**config.mk**
```make
export PLATFORM = sky130hd
export DESIGN_NAME = top_k_largest_selector_flat
export DESIGN_NICKNAME = d
export VERILOG_FILES = /design/src/rtl/tks_pkg.sv /design/src/rtl/tks_if.sv /design/src/rtl/top_k_largest_selector.sv /design/src/rtl/tks_heap_ram.sv /design/src/flat_wrapper.sv
export SDC_FILE = /design/constraint.sdc
export NUM_CORES = 1
export LEC_CHECK = 0
export BUFFER_PORTS_ARGS = -buffer_cell sky130_fd_sc_hd__buf_2
export CORE_AREA = 2 2 365 259
export DETAILED_ROUTE_END_ITERATION = 16
export DIE_AREA = 0 0 367 261
export SLEW_MARGIN = 25
export SYNTH_ARGS = -nofsm -noshare
export SYNTH_HDL_FRONTEND = slang
export SYNTH_SLANG_ARGS = --single-unit
```
**constraint.sdc**
```tcl
create_clock -name clock -period 10.7 [get_ports clock]
set_input_delay 2.14 -clock clock [delete_from_list [all_inputs] [get_ports clock]]
set_output_delay 2.14 -clock clock [all_outputs]
set_load 0.01 [all_outputs]
```
**src/rtl/tks_pkg.sv**
```systemverilog
// Shared constants for the top-k largest value selector.
package tks_pkg;

   localparam int DEF_MAX_KEEP    = 16;
   localparam int DEF_VALUE_WIDTH = 32;

   localparam int KEEP_W = 5;
   localparam int RANK_W = 4;

   localparam logic [KEEP_W-1:0] KEEP_RESET = 5'd16;

endpackage

```
**src/rtl/tks_if.sv**
```systemverilog
// Request and response channel interfaces of the top-k largest value selector.
interface tks_req_if #(
   parameter int VALUE_WIDTH = 32
) ();
   logic                          valid;
   logic                          ready;
   logic signed [VALUE_WIDTH-1:0] sample_value;
   logic                          last_in_set;

   modport source (output valid, output sample_value, output last_in_set, input ready);
   modport sink   (input valid, input sample_value, input last_in_set, output ready);
endinterface

interface tks_rsp_if #(
   parameter int VALUE_WIDTH = 32
) ();
   import tks_pkg::*;

   logic                          valid;
   logic                          ready;
   logic signed [VALUE_WIDTH-1:0] kept_value;
   logic [RANK_W-1:0]             rank;
   logic                          final_result;

   modport source (output valid, output kept_value, output rank, output final_result,
                   input ready);
   modport sink   (input valid, input kept_value, input rank, input final_result,
                   output ready);
endinterface

```
**src/rtl/top_k_largest_selector.sv**
```systemverilog
// Top level of the top-k largest value selector: sequencer, compare unit and output word.
//
// The block takes a stream of signed words on req and keeps the keep_count
// largest of the current set in a min-heap held in a small RAM. One signed
// comparator is shared by every step; a sequencer walks the heap one level at
// a time. While the heap fills, an accepted word goes into the next free slot
// and climbs while it is smaller than its parent; once the heap holds keep_count
// words, the word is compared with the root and dropped unless the root is smaller,
// else it replaces the root and sifts down toward the leaves. Each sift step waits
// on the registered RAM read and shares the single comparator. req.ready is
// high only while the sequencer is idle, so no new word is taken mid-update.
// A word with last_in_set starts the report: the root is popped, the heap is
// repaired, and the next root follows, so the kept values come out on rsp in
// ascending order with rank counting from 0 and final_result on the last one.
// Between report words the last entry, moved to the root, sifts down.
// The store is empty afterwards.
// The output word sits in a register: while rsp.ready is low it holds, and the
// heap repair behind it continues until the next word is ready. keep_count is
// written through csr_write_enable and csr_write_data.
// Reset empties the heap, drops any pending word and sets keep_count to 16.
module top_k_largest_selector #(
   parameter int MAX_KEEP    = tks_pkg::DEF_MAX_KEEP,
   parameter int VALUE_WIDTH = tks_pkg::DEF_VALUE_WIDTH
) (
   input  logic                        clock,
   input  logic                        reset,
   tks_req_if.sink                     req,
   tks_rsp_if.source                   rsp,
   input  logic                        csr_write_enable,
   input  logic [tks_pkg::KEEP_W-1:0]  csr_write_data
);
   import tks_pkg::*;

   localparam int AW = (MAX_KEEP > 1) ? $clog2(MAX_KEEP) : 1;
   localparam int FW = $clog2(MAX_KEEP + 1);
   localparam int CW = AW + 2;

   localparam logic [3:0] ST_IDLE     = 4'd0;
   localparam logic [3:0] ST_UP_RD    = 4'd1;
   localparam logic [3:0] ST_UP_CMP   = 4'd2;
   localparam logic [3:0] ST_ROOT_CMP = 4'd3;
   localparam logic [3:0] ST_DN_RD    = 4'd4;
   localparam logic [3:0] ST_DN_L     = 4'd5;
   localparam logic [3:0] ST_DN_R     = 4'd6;
   localparam logic [3:0] ST_DONE     = 4'd7;
   localparam logic [3:0] ST_POP_RD   = 4'd8;
   localparam logic [3:0] ST_POP      = 4'd9;

   logic [3:0]             state_ff, state_in;
   logic [VALUE_WIDTH-1:0] val_ff, val_in;
   logic                   last_ff, last_in;
   logic [AW-1:0]          pos_ff, pos_in;
   logic [FW-1:0]          fill_ff, fill_in;
   logic [VALUE_WIDTH-1:0] best_val_ff, best_val_in;
   logic                   best_left_ff, best_left_in;
   logic [KEEP_W-1:0]      keep_ff;
   logic [RANK_W-1:0]      rank_ff, rank_in;

   logic                   rsp_valid_ff, rsp_valid_in;
   logic [VALUE_WIDTH-1:0] rsp_value_ff, rsp_value_in;
   logic [RANK_W-1:0]      rsp_rank_ff, rsp_rank_in;
   logic                   rsp_final_ff, rsp_final_in;

   logic                   ram_we;
   logic [AW-1:0]          ram_waddr;
   logic [VALUE_WIDTH-1:0] ram_wdata;
   logic                   ram_re;
   logic [AW-1:0]          ram_raddr_a;
   logic [AW-1:0]          ram_raddr_b;
   logic [VALUE_WIDTH-1:0] rd_a;
   logic [VALUE_WIDTH-1:0] rd_b;

   logic [VALUE_WIDTH-1:0] cmp_a;
   logic [VALUE_WIDTH-1:0] cmp_b;
   logic                   cmp_lt;

   logic [CW-1:0]          child_l;
   logic [CW-1:0]          child_r;
   logic                   l_ok;
   logic                   r_ok;
   logic [AW-1:0]          parent;
   logic [FW-1:0]          keep_eff;
   logic                   can_insert;
   logic                   out_free;

   tks_heap_ram #(
      .ADDR_WIDTH  (AW),
      .VALUE_WIDTH (VALUE_WIDTH)
   ) u_heap_ram (
      .clock     (clock),
      .wr_en     (ram_we),
      .wr_addr   (ram_waddr),
      .wr_data   (ram_wdata),
      .rd_en     (ram_re),
      .rd_addr_a (ram_raddr_a),
      .rd_addr_b (ram_raddr_b),
      .rd_data_a (rd_a),
      .rd_data_b (rd_b)
   );

   // The one compare unit: signed less-than on whichever pair the step needs.
   assign cmp_lt = $signed(cmp_a) < $signed(cmp_b);

   // Heap index arithmetic around the current position.
   assign child_l  = {1'b0, pos_ff, 1'b1};
   assign child_r  = CW'(child_l + CW'(1));
   assign l_ok     = child_l < CW'(fill_ff);
   assign r_ok     = child_r < CW'(fill_ff);
   assign parent   = AW'((pos_ff - AW'(1)) >> 1);

   // A zero keep_count acts as one; a value above the heap size saturates.
   always_comb begin
      if (keep_ff == '0) begin
         keep_eff = FW'(1);
      end else if (int'(keep_ff) > MAX_KEEP) begin
         keep_eff = FW'(MAX_KEEP);
      end else begin
         keep_eff = FW'(keep_ff);
      end
   end

   assign can_insert = (fill_ff < keep_eff) && (fill_ff < FW'(MAX_KEEP));
   assign out_free   = !rsp_valid_ff || rsp.ready;

   always_comb begin
      state_in     = state_ff;
      val_in       = val_ff;
      last_in      = last_ff;
      pos_in       = pos_ff;
      fill_in      = fill_ff;
      best_val_in  = best_val_ff;
      best_left_in = best_left_ff;
      rank_in      = rank_ff;
      rsp_valid_in = rsp_valid_ff && !rsp.ready;
      rsp_value_in = rsp_value_ff;
      rsp_rank_in  = rsp_rank_ff;
      rsp_final_in = rsp_final_ff;
      ram_we       = 1'b0;
      ram_waddr    = pos_ff;
      ram_wdata    = val_ff;
      ram_re       = 1'b0;
      ram_raddr_a  = '0;
      ram_raddr_b  = '0;
      cmp_a        = rd_a;
      cmp_b        = val_ff;

      case (state_ff)
         ST_IDLE: begin
            if (req.valid) begin
               val_in  = req.sample_value;
               last_in = req.last_in_set;
               rank_in = '0;
               if (can_insert) begin
                  pos_in   = AW'(fill_ff);
                  fill_in  = FW'(fill_ff + FW'(1));
                  state_in = ST_UP_RD;
               end else begin
                  ram_re      = 1'b1;
                  ram_raddr_a = '0;
                  state_in    = ST_ROOT_CMP;
               end
            end
         end
         ST_UP_RD: begin
            if (pos_ff == '0) begin
               ram_we   = 1'b1;
               state_in = ST_DONE;
            end else begin
               ram_re      = 1'b1;
               ram_raddr_a = parent;
               state_in    = ST_UP_CMP;
            end
         end
         ST_UP_CMP: begin
            cmp_a  = val_ff;
            cmp_b  = rd_a;
            ram_we = 1'b1;
            if (cmp_lt) begin
               // Parent moves down into the hole; the new value keeps climbing.
               ram_wdata = rd_a;
               pos_in    = parent;
               state_in  = ST_UP_RD;
            end else begin
               state_in = ST_DONE;
            end
         end
         ST_ROOT_CMP: begin
            cmp_a = rd_a;
            cmp_b = val_ff;
            if (cmp_lt) begin
               pos_in   = '0;
               state_in = ST_DN_RD;
            end else begin
               state_in = ST_DONE;
            end
         end
         ST_DN_RD: begin
            if (l_ok) begin
               ram_re      = 1'b1;
               ram_raddr_a = child_l[AW-1:0];
               ram_raddr_b = child_r[AW-1:0];
               state_in    = ST_DN_L;
            end else begin
               ram_we   = 1'b1;
               state_in = ST_DONE;
            end
         end
         ST_DN_L: begin
            cmp_a        = rd_a;
            cmp_b        = val_ff;
            best_val_in  = cmp_lt ? rd_a : val_ff;
            best_left_in = cmp_lt;
            state_in     = ST_DN_R;
         end
         ST_DN_R: begin
            cmp_a  = rd_b;
            cmp_b  = best_val_ff;
            ram_we = 1'b1;
            if (r_ok && cmp_lt) begin
               ram_wdata = rd_b;
               pos_in    = child_r[AW-1:0];
               state_in  = ST_DN_RD;
            end else if (best_left_ff) begin
               ram_wdata = best_val_ff;
               pos_in    = child_l[AW-1:0];
               state_in  = ST_DN_RD;
            end else begin
               state_in = ST_DONE;
            end
         end
         ST_DONE: begin
            if (last_ff && (fill_ff != '0)) begin
               state_in = ST_POP_RD;
            end else begin
               state_in = ST_IDLE;
            end
         end
         ST_POP_RD: begin
            ram_re      = 1'b1;
            ram_raddr_a = '0;
            ram_raddr_b = AW'(fill_ff - FW'(1));
            state_in    = ST_POP;
         end
         ST_POP: begin
            if (out_free) begin
               // The root is the smallest value left; the last entry refills the root.
               rsp_valid_in = 1'b1;
               rsp_value_in = rd_a;
               rsp_rank_in  = rank_ff;
               rsp_final_in = (fill_ff == FW'(1));
               rank_in      = RANK_W'(rank_ff + RANK_W'(1));
               fill_in      = FW'(fill_ff - FW'(1));
               val_in       = rd_b;
               pos_in       = '0;
               state_in     = (fill_ff == FW'(1)) ? ST_IDLE : ST_DN_RD;
            end
         end
         default: begin
            state_in = ST_IDLE;
         end
      endcase
   end

   always_ff @(posedge clock) begin
      if (reset) begin
         state_ff     <= ST_IDLE;
         fill_ff      <= '0;
         keep_ff      <= KEEP_RESET;
         rsp_valid_ff <= 1'b0;
      end else begin
         state_ff     <= state_in;
         fill_ff      <= fill_in;
         rsp_valid_ff <= rsp_valid_in;
         if (csr_write_enable) begin
            keep_ff <= csr_write_data;
         end
      end
   end

   always_ff @(posedge clock) begin
      val_ff       <= val_in;
      last_ff      <= last_in;
      pos_ff       <= pos_in;
      best_val_ff  <= best_val_in;
      best_left_ff <= best_left_in;
      rank_ff      <= rank_in;
      rsp_value_ff <= rsp_value_in;
      rsp_rank_ff  <= rsp_rank_in;
      rsp_final_ff <= rsp_final_in;
   end

   assign req.ready        = (state_ff == ST_IDLE);
   assign rsp.valid        = rsp_valid_ff;
   assign rsp.kept_value   = rsp_value_ff;
   assign rsp.rank         = rsp_rank_ff;
   assign rsp.final_result = rsp_final_ff;

endmodule

```
**src/rtl/tks_heap_ram.sv**
```systemverilog
// Heap storage: one write port and two registered read ports.
module tks_heap_ram #(
   parameter int ADDR_WIDTH  = 4,
   parameter int VALUE_WIDTH = 32
) (
   input  logic                   clock,
   input  logic                   wr_en,
   input  logic [ADDR_WIDTH-1:0]  wr_addr,
   input  logic [VALUE_WIDTH-1:0] wr_data,
   input  logic                   rd_en,
   input  logic [ADDR_WIDTH-1:0]  rd_addr_a,
   input  logic [ADDR_WIDTH-1:0]  rd_addr_b,
   output logic [VALUE_WIDTH-1:0] rd_data_a,
   output logic [VALUE_WIDTH-1:0] rd_data_b
);

   logic [VALUE_WIDTH-1:0] mem_ff [2**ADDR_WIDTH];
   logic [VALUE_WIDTH-1:0] rd_a_ff;
   logic [VALUE_WIDTH-1:0] rd_b_ff;

   always_ff @(posedge clock) begin
      if (wr_en) begin
         mem_ff[wr_addr] <= wr_data;
      end
   end

   // Read data holds until the next read is issued.
   always_ff @(posedge clock) begin
      if (rd_en) begin
         rd_a_ff <= mem_ff[rd_addr_a];
         rd_b_ff <= mem_ff[rd_addr_b];
      end
   end

   assign rd_data_a = rd_a_ff;
   assign rd_data_b = rd_b_ff;

endmodule

```
**src/flat_wrapper.sv**
```systemverilog
// flat-port wrapper written by rule: the top's interface ports become plain ports
module top_k_largest_selector_flat import tks_pkg::*;
#(
   parameter int MAX_KEEP    = tks_pkg::DEF_MAX_KEEP,
   parameter int VALUE_WIDTH = tks_pkg::DEF_VALUE_WIDTH
)
  (clock, reset, csr_write_enable, csr_write_data, req_valid, req_sample_value, req_last_in_set, req_ready, rsp_valid, rsp_kept_value, rsp_rank, rsp_final_result, rsp_ready);
  tks_req_if #(.VALUE_WIDTH(VALUE_WIDTH)) req_i ();
  tks_rsp_if #(.VALUE_WIDTH(VALUE_WIDTH)) rsp_i ();
  input  logic clock;
  input  logic reset;
  input  logic csr_write_enable;
  input  logic [tks_pkg::KEEP_W-1:0] csr_write_data;
  input wire logic [$bits(req_i.valid)-1:0] req_valid;
  input wire logic [$bits(req_i.sample_value)-1:0] req_sample_value;
  input wire logic [$bits(req_i.last_in_set)-1:0] req_last_in_set;
  output wire logic [$bits(req_i.ready)-1:0] req_ready;
  output wire logic [$bits(rsp_i.valid)-1:0] rsp_valid;
  output wire logic [$bits(rsp_i.kept_value)-1:0] rsp_kept_value;
  output wire logic [$bits(rsp_i.rank)-1:0] rsp_rank;
  output wire logic [$bits(rsp_i.final_result)-1:0] rsp_final_result;
  input wire logic [$bits(rsp_i.ready)-1:0] rsp_ready;
  assign req_i.valid = req_valid;
  assign req_i.sample_value = req_sample_value;
  assign req_i.last_in_set = req_last_in_set;
  assign req_ready = req_i.ready;
  assign rsp_valid = rsp_i.valid;
  assign rsp_kept_value = rsp_i.kept_value;
  assign rsp_rank = rsp_i.rank;
  assign rsp_final_result = rsp_i.final_result;
  assign rsp_i.ready = rsp_ready;
  top_k_largest_selector #(.MAX_KEEP(MAX_KEEP), .VALUE_WIDTH(VALUE_WIDTH)) u_core (.clock(clock), .reset(reset), .req(req_i), .rsp(rsp_i), .csr_write_enable(csr_write_enable), .csr_write_data(csr_write_data));
endmodule
```
After elaboration in Yosys (flattened, before gate mapping)
Memories as Yosys holds them, arrays and structs flattened. A register that Yosys moved wholly into a read port is not among the register bits.
Cells that the tools add are included.

storage, ports and cells
  ROM bits = 0
  register bits after elaboration = 126
  RAM bits = 512
  bits of input ports = 43
  latch bits = 0
  memories kept = 1

memories
  memory                    words  width  rd ports  clocked after memory_dff  wr ports  line                source
  u_core.u_heap_ram.mem_ff  16     32     2         2                         1         tks_heap_ram.sv:17  logic [VALUE_WIDTH-1:0] mem_ff [2**ADDR_WIDTH];

cells by class
  mux-type cells = 55
  order comparisons = 6
  reduce and logical (&&, ||, !) cells = 20
  equality and inequality tests = 16
  bitwise operators = 0
  div/mod/pow operators = 0
  shift-type cells = 0
  add/subtract/negate cells = 5
  $mul = 0

operators with widths
  cell                                                   number
  one-hot mux 32 bit (2 select lines)                    4
  two-way mux 32 bit                                     5
  two-way mux 4 bit                                      15
  one-hot mux 4 bit (10 select lines)                    1
  < comparator 32 bit                                    1
  two-way mux 5 bit                                      5
  one-hot mux 4 bit (2 select lines)                     3
  one-hot mux 4 bit (5 select lines)                     1
  == test 4 x 3 -> 1 bit, second input constant          4
  two-way mux 3 bit                                      4
  < comparator 5 bit                                     2
  two-way mux 1 bit                                      10
  one-hot mux 5 bit (2 select lines)                     1
  nonzero test 5 bit                                     2
  == test 4 x 2 -> 1 bit, second input constant          2
  == test 4 bit, second input constant                   2
  logical NOT 4 bit                                      2
  two-way mux 2 bit                                      4
  inequality test 2 x 1 -> 1 bit, second input constant  4
  AND reduction 7 bit                                    1
  adder 5 x 1 -> 6 bit, second input constant            1
  < comparator 6 x 5 -> 1 bit                            1
  AND reduction 2 bit                                    3
  adder 5 x 1 -> 5 bit, second input constant            1
  other kinds (19)                                       23

Depth between registers and ports, before layout
  depth in word-level cells = 8
  mapped depth = 21
  depth with buffers taken out = 14

By module
From an unflattened synthesis, not the netlist that was laid out.

unflattened totals
  cell total of the unflattened synthesis = 2065
  area total of the unflattened synthesis = 33327.0 um^2

by module, submodules not included
  module                  area each (um^2)  instances  seq. area each (um^2)  cells an instance
  tks_heap_ram            24843.8           1          17296.6                1141
  top_k_largest_selector  8483.1            1          3633.5                 924

Worst setup path before layout
OpenSTA, ideal clock, no wires.

  path kind = input-to-reg
  start = input port req_valid
  end = register u_core.u_heap_ram.rd_a_ff[0], in the netlist u_core.u_heap_ram.rd_data_a[0], read port of u_core.u_heap_ram.mem_ff (enable)
  cell stages on the path = 2
  slack = 4.777 ns
  path buffers = 0
  arrival = 5.415 ns
  setup time = 0.508 ns
  required time = 10.192 ns
  cells stage by stage = nand2_1 -> o2111ai_1

on the way
  cells in the longest elaborated chain, start to end = 2

RTL lines
  item                                line                           source
  start: declaration                  flat_wrapper.sv:14             input wire logic [$bits(req_i.valid)-1:0] req_valid;
  two-way mux 1 bit                   top_k_largest_selector.sv:149  if (req.valid) begin
  one-hot mux 1 bit (4 select lines)  top_k_largest_selector.sv:147  case (state_ff)
  named net u_core.ram_re             top_k_largest_selector.sv:67   logic ram_re;
  end: declaration                    tks_heap_ram.sv:18             logic [VALUE_WIDTH-1:0] rd_a_ff;

The timed path passes the listed nets, and every way through them passes these cells.
A chain may end at the register's enable or synchronous reset.

Worst setup path after layout
  start = register u_core.state_ff[0]
  end = memory u_core.u_heap_ram.mem_ff[6][24] (data pin)

on the way
  cells in the longest elaborated chain, start to end = 6
  elaborated cells on any way between the ends = 9
  classes of those cells = order compare: 1; eq/ne: 2; mux: 5; reduce/logical: 1

RTL lines
  item                                                              line                           source
  start: declaration                                                top_k_largest_selector.sv:49   logic [3:0] state_ff, state_in;
  start signal: assignment                                          top_k_largest_selector.sv:271  state_ff <= state_in;
  == test 4 x 3 -> 1 bit or == test 4 x 2 -> 1 bit (tied branches)  top_k_largest_selector.sv:147
  one-hot mux 32 bit (2 select lines)                               top_k_largest_selector.sv:147
  < comparator 32 bit                                               top_k_largest_selector.sv:102  assign cmp_lt = $signed(cmp_a) < $signed(cmp_b);
  logical AND 1 bit                                                 top_k_largest_selector.sv:219  if (r_ok && cmp_lt) begin
  two-way mux 32 bit                                                top_k_largest_selector.sv:219
  one-hot mux 32 bit (2 select lines) (*)                           top_k_largest_selector.sv:147
  named net u_core.ram_wdata[24]                                    top_k_largest_selector.sv:66   logic [VALUE_WIDTH-1:0] ram_wdata;
  end: declaration                                                  tks_heap_ram.sv:17

The timed path passes the listed nets; every way through them passes the cells marked *.

==> metrics.cfg <==
[status]
status=finished, final reports clean

[clock_network]
clk_path_buf_depth=3
cts_sinks=702
clkTransAtPathRegs_ps=60
clk_latency_ps=630
cts_made_buffers=72
cts_resized=0
post_cts_buffers=0
cts-root-buf=clkbuf_16
cts-htree-levels=3
ctsHoldBuffers=0
cts_tree=done

[global_routing]
antenna_found_initial=0
grt-ovfl-total=0
grt_pass1_vias=22510
grt_usage_pct=21.3
grt_max_degree=89
grt_pass1_wl_um=152000

[power_and_ir_drop]
power.share.clock_pct=19.1
p_sw_share_pct=41.3
peakVddDrop_mv=0.630
p_sw_mw=5.36
p_leak_nw=13.8
comb_power_share_pct=43.6
power_frac_seq_pct=37.3
power_density_nw_per_um2=332
finalPower_mw=13.0
internal_power_mw=7.63

[routing]
wl_met2_um=44000
wl_per_cell_um=26.6
routed_wl_um=104000
maxUsedRoutingLayer=met4
ant_nets=0
drt_iter0_drc=2918
drc=0
vias=23194
drt-vias-per-instance=5.93
wl_met1_um=46600
drt_first_pass_iters=6
met3WireLength_um=10800

[logic_synthesis]
yosys_warnings=0
yosys-top-cells-area=edfxtp_1 (59%), mux4_2 (8.3%), mux2i_1 (7.4%), nand2_1 (4.5%), mux2_2 (2.0%)
yosys.area.top_type_share_pct=59.3
ys_async_sr_fraction_pct=0
yosysTopAreaCell=edfxtp_1
synth-seq-area-share_pct=60.2
synth_cell_types=72
synth_seq_cells=702
synthCells=2554
synth_edf_count=687
syn_area_per_cell_um2=13.6
syn_area_um2=34800
dominantRegCellSynth=edfxtp_1
synth_nets=2649

[sta]
finalMaxSlewViolations=0
relSlewSlack_pct=28.7
max_freq_ghz=0.145
fin_crit_sh_pct=64.4
setup_tns_ps=0
worst-slew-pin-transition_ps=1070
finalSetupViolCount=0
hold_slack_ps=475
hold_viol_final=0
grt_setup_unrepaired=no
skew_ps=26.1
fin_crit_ps=6890

[flow_run]
drv_cap=0

[worst_setup_path]
crit_top_cell=buf_4
required_ps=10980
crit_family=compound AO/OA/AOI/OAI gates
slowest_stage=o211ai_1
cp-start-kind=register
arrival_ps=7170
critPathKind=register to register
cp.buffers_inverters=3
worstPathCellList=or3b_4, buf_4, nand2_1, o21a_1, ha_1, a211oi_1, o21ai_0, a221oi_1, o211ai_2, or2_1, buf_4, a21oi_4, buf_4, mux2i_1, o211ai_1
crit_fanout=66
slowest_delay_ps=830
end_kind=register

[floorplanning]
die_h_um=261
io-pin-count=82
rows=94
dieWidth_um=367
initial_core_util_pct=37.5
coreArea_um2=92700
die_area_um2=95800

[layout]
final_nets=2706
layout_common_cells=edfxtp_1 (687), nand2_1 (412), mux2i_1 (256)
n_antenna_cell=0
design_area_um2=39100
syn2layout_area_growth_pct=12.5
drive_gt1_share_pct=19.2
final_common_cell=edfxtp_1

[place]
port_buffers=81
place_area_um2=36600
dpl.hpwl_um=59200
gp_congestion=0.865

[hold_path]
hold_path.class=register to register

-- stage by stage --
stage / setup slack (ps) / util [%] / std cells
floorplan: 4780 / - / 2554
global placement: 3730 / 39.5 / 3754
detailed placement: 3650 / 39.5 / 3757
CTS: 3650 / 41.9 / 3881
global route: 3360 / 42.2 / 3909
finish: 3810 / 42.2 / 3909
-- cells by family (layout without fill, tap and decap cells) --
family	Yosys count	count (layout)	synth area share (%)
adders and majority gates	52	52	1.87
buffers and inverters	203	310	2.73
and+or+nand+nor	693	693	8.48
xor gates and xnor gates	12	12	0.324
AOI/OAI and AO/OA	445	445	8.71
DFF	702	702	60.2
muxes	447	447	17.7
-- power groups by stage --
stage          clock [mW]  sequential (mW)  combinational, mW
4_1_cts              2.52             4.86               5.42
6_report             2.49             4.85               5.66
3_3_place_gp            0             4.89               5.24
5_1_grt              2.62             4.89               6.12
2_1_floorplan           0             4.70               3.80
3_5_place_dp            0             4.91               5.41
-- flip-flops by register name, indices dropped and copies added, names as in the netlist --
| register | flops |
|---|---|
| u_core.state_ff | 4 |
| u_core.rsp.final_result | 1 |
| u_core.rank_ff | 4 |
| u_core.last_ff | 1 |
| u_core.fill_ff | 5 |
| u_core.val_ff | 32 |
| u_core.u_heap_ram.rd_data_a | 32 |
| u_core.rsp.kept_value | 32 |
| u_core.rsp.valid | 1 |
| u_core.pos_ff | 4 |
| u_core.best_left_ff | 1 |
| u_core.best_val_ff | 32 |
| u_core.u_heap_ram.mem_ff | 512 |
| u_core.keep_ff | 5 |
| u_core.u_heap_ram.rd_data_b | 32 |
| u_core.rsp.rank | 4 |
-- area by class of cell --
type                       count  area, µm²
sequential                   702      20900
tap                         1248       1560
clock buffer                  87       1940
fill                        8423      53600
inverter                      19       71.3
multi-input combinational   1649      13200
clock inverter                37        327
timing repair buffer         167       1090
-- synthesized netlist by cell type (all sizes together), types with 2 or more instances --
library cell	instances
nor4b	2
or2	4
nand3	72
a211o	34
ha	52
a221oi	2
o211ai	65
edfxtp	687
a22oi	65
nor2	112
a21oi	97
nand2	413
mux2	63
clkbuf	111
o22ai	3
a21boi	3
nor4	6
mux4	128
nand2b	2
dfxtp	15
buf	73
and3	2
nor3	18
inv	18
or3	2
nor2b	40
xor2	2
o21ai	52
a21o	3
or3b	2
nor3b	2
or4	3
a211oi	41
and2	3
a31oi	34
o2111ai	2
o21a	32
mux2i	256
xnor2	10
nand4	7
-- path summary, 6_finish.rpt --
| path | from | endpoint | slack [ps] | cells after the start |
|---|---|---|---|---|
| worst max-delay path | u_core.state_ff[0]$_SDFFE_PP0P_ | u_core.u_heap_ram.mem_ff[6][24]$_DFFE_PP_ | 3810 | 15 |
| worst min-delay path | u_core.rank_ff[3]$_SDFFCE_PN0P_ | u_core.rsp.rank[3]$_DFFE_PP_ | 480 | 0 |
| worst max register to register | u_core.state_ff[0]$_SDFFE_PP0P_ | u_core.u_heap_ram.mem_ff[6][24]$_DFFE_PP_ | 3810 | 15 |
| worst min register to register | u_core.rank_ff[3]$_SDFFCE_PN0P_ | u_core.rsp.rank[3]$_DFFE_PP_ | 480 | 0 |
-- routing by layer --
| layer | GRT usage, % | vias up |
|---|---|---|
| li1 | - | 10012 |
| met1 | 31.4 | 11764 |
| met2 | 31.1 | 1244 |
| met3 | 5.20 | 174 |
| met4 | 6.08 | 0 |
| met5 | 0 | - |
No activity file was read; power rests on OpenSTA's default activity.
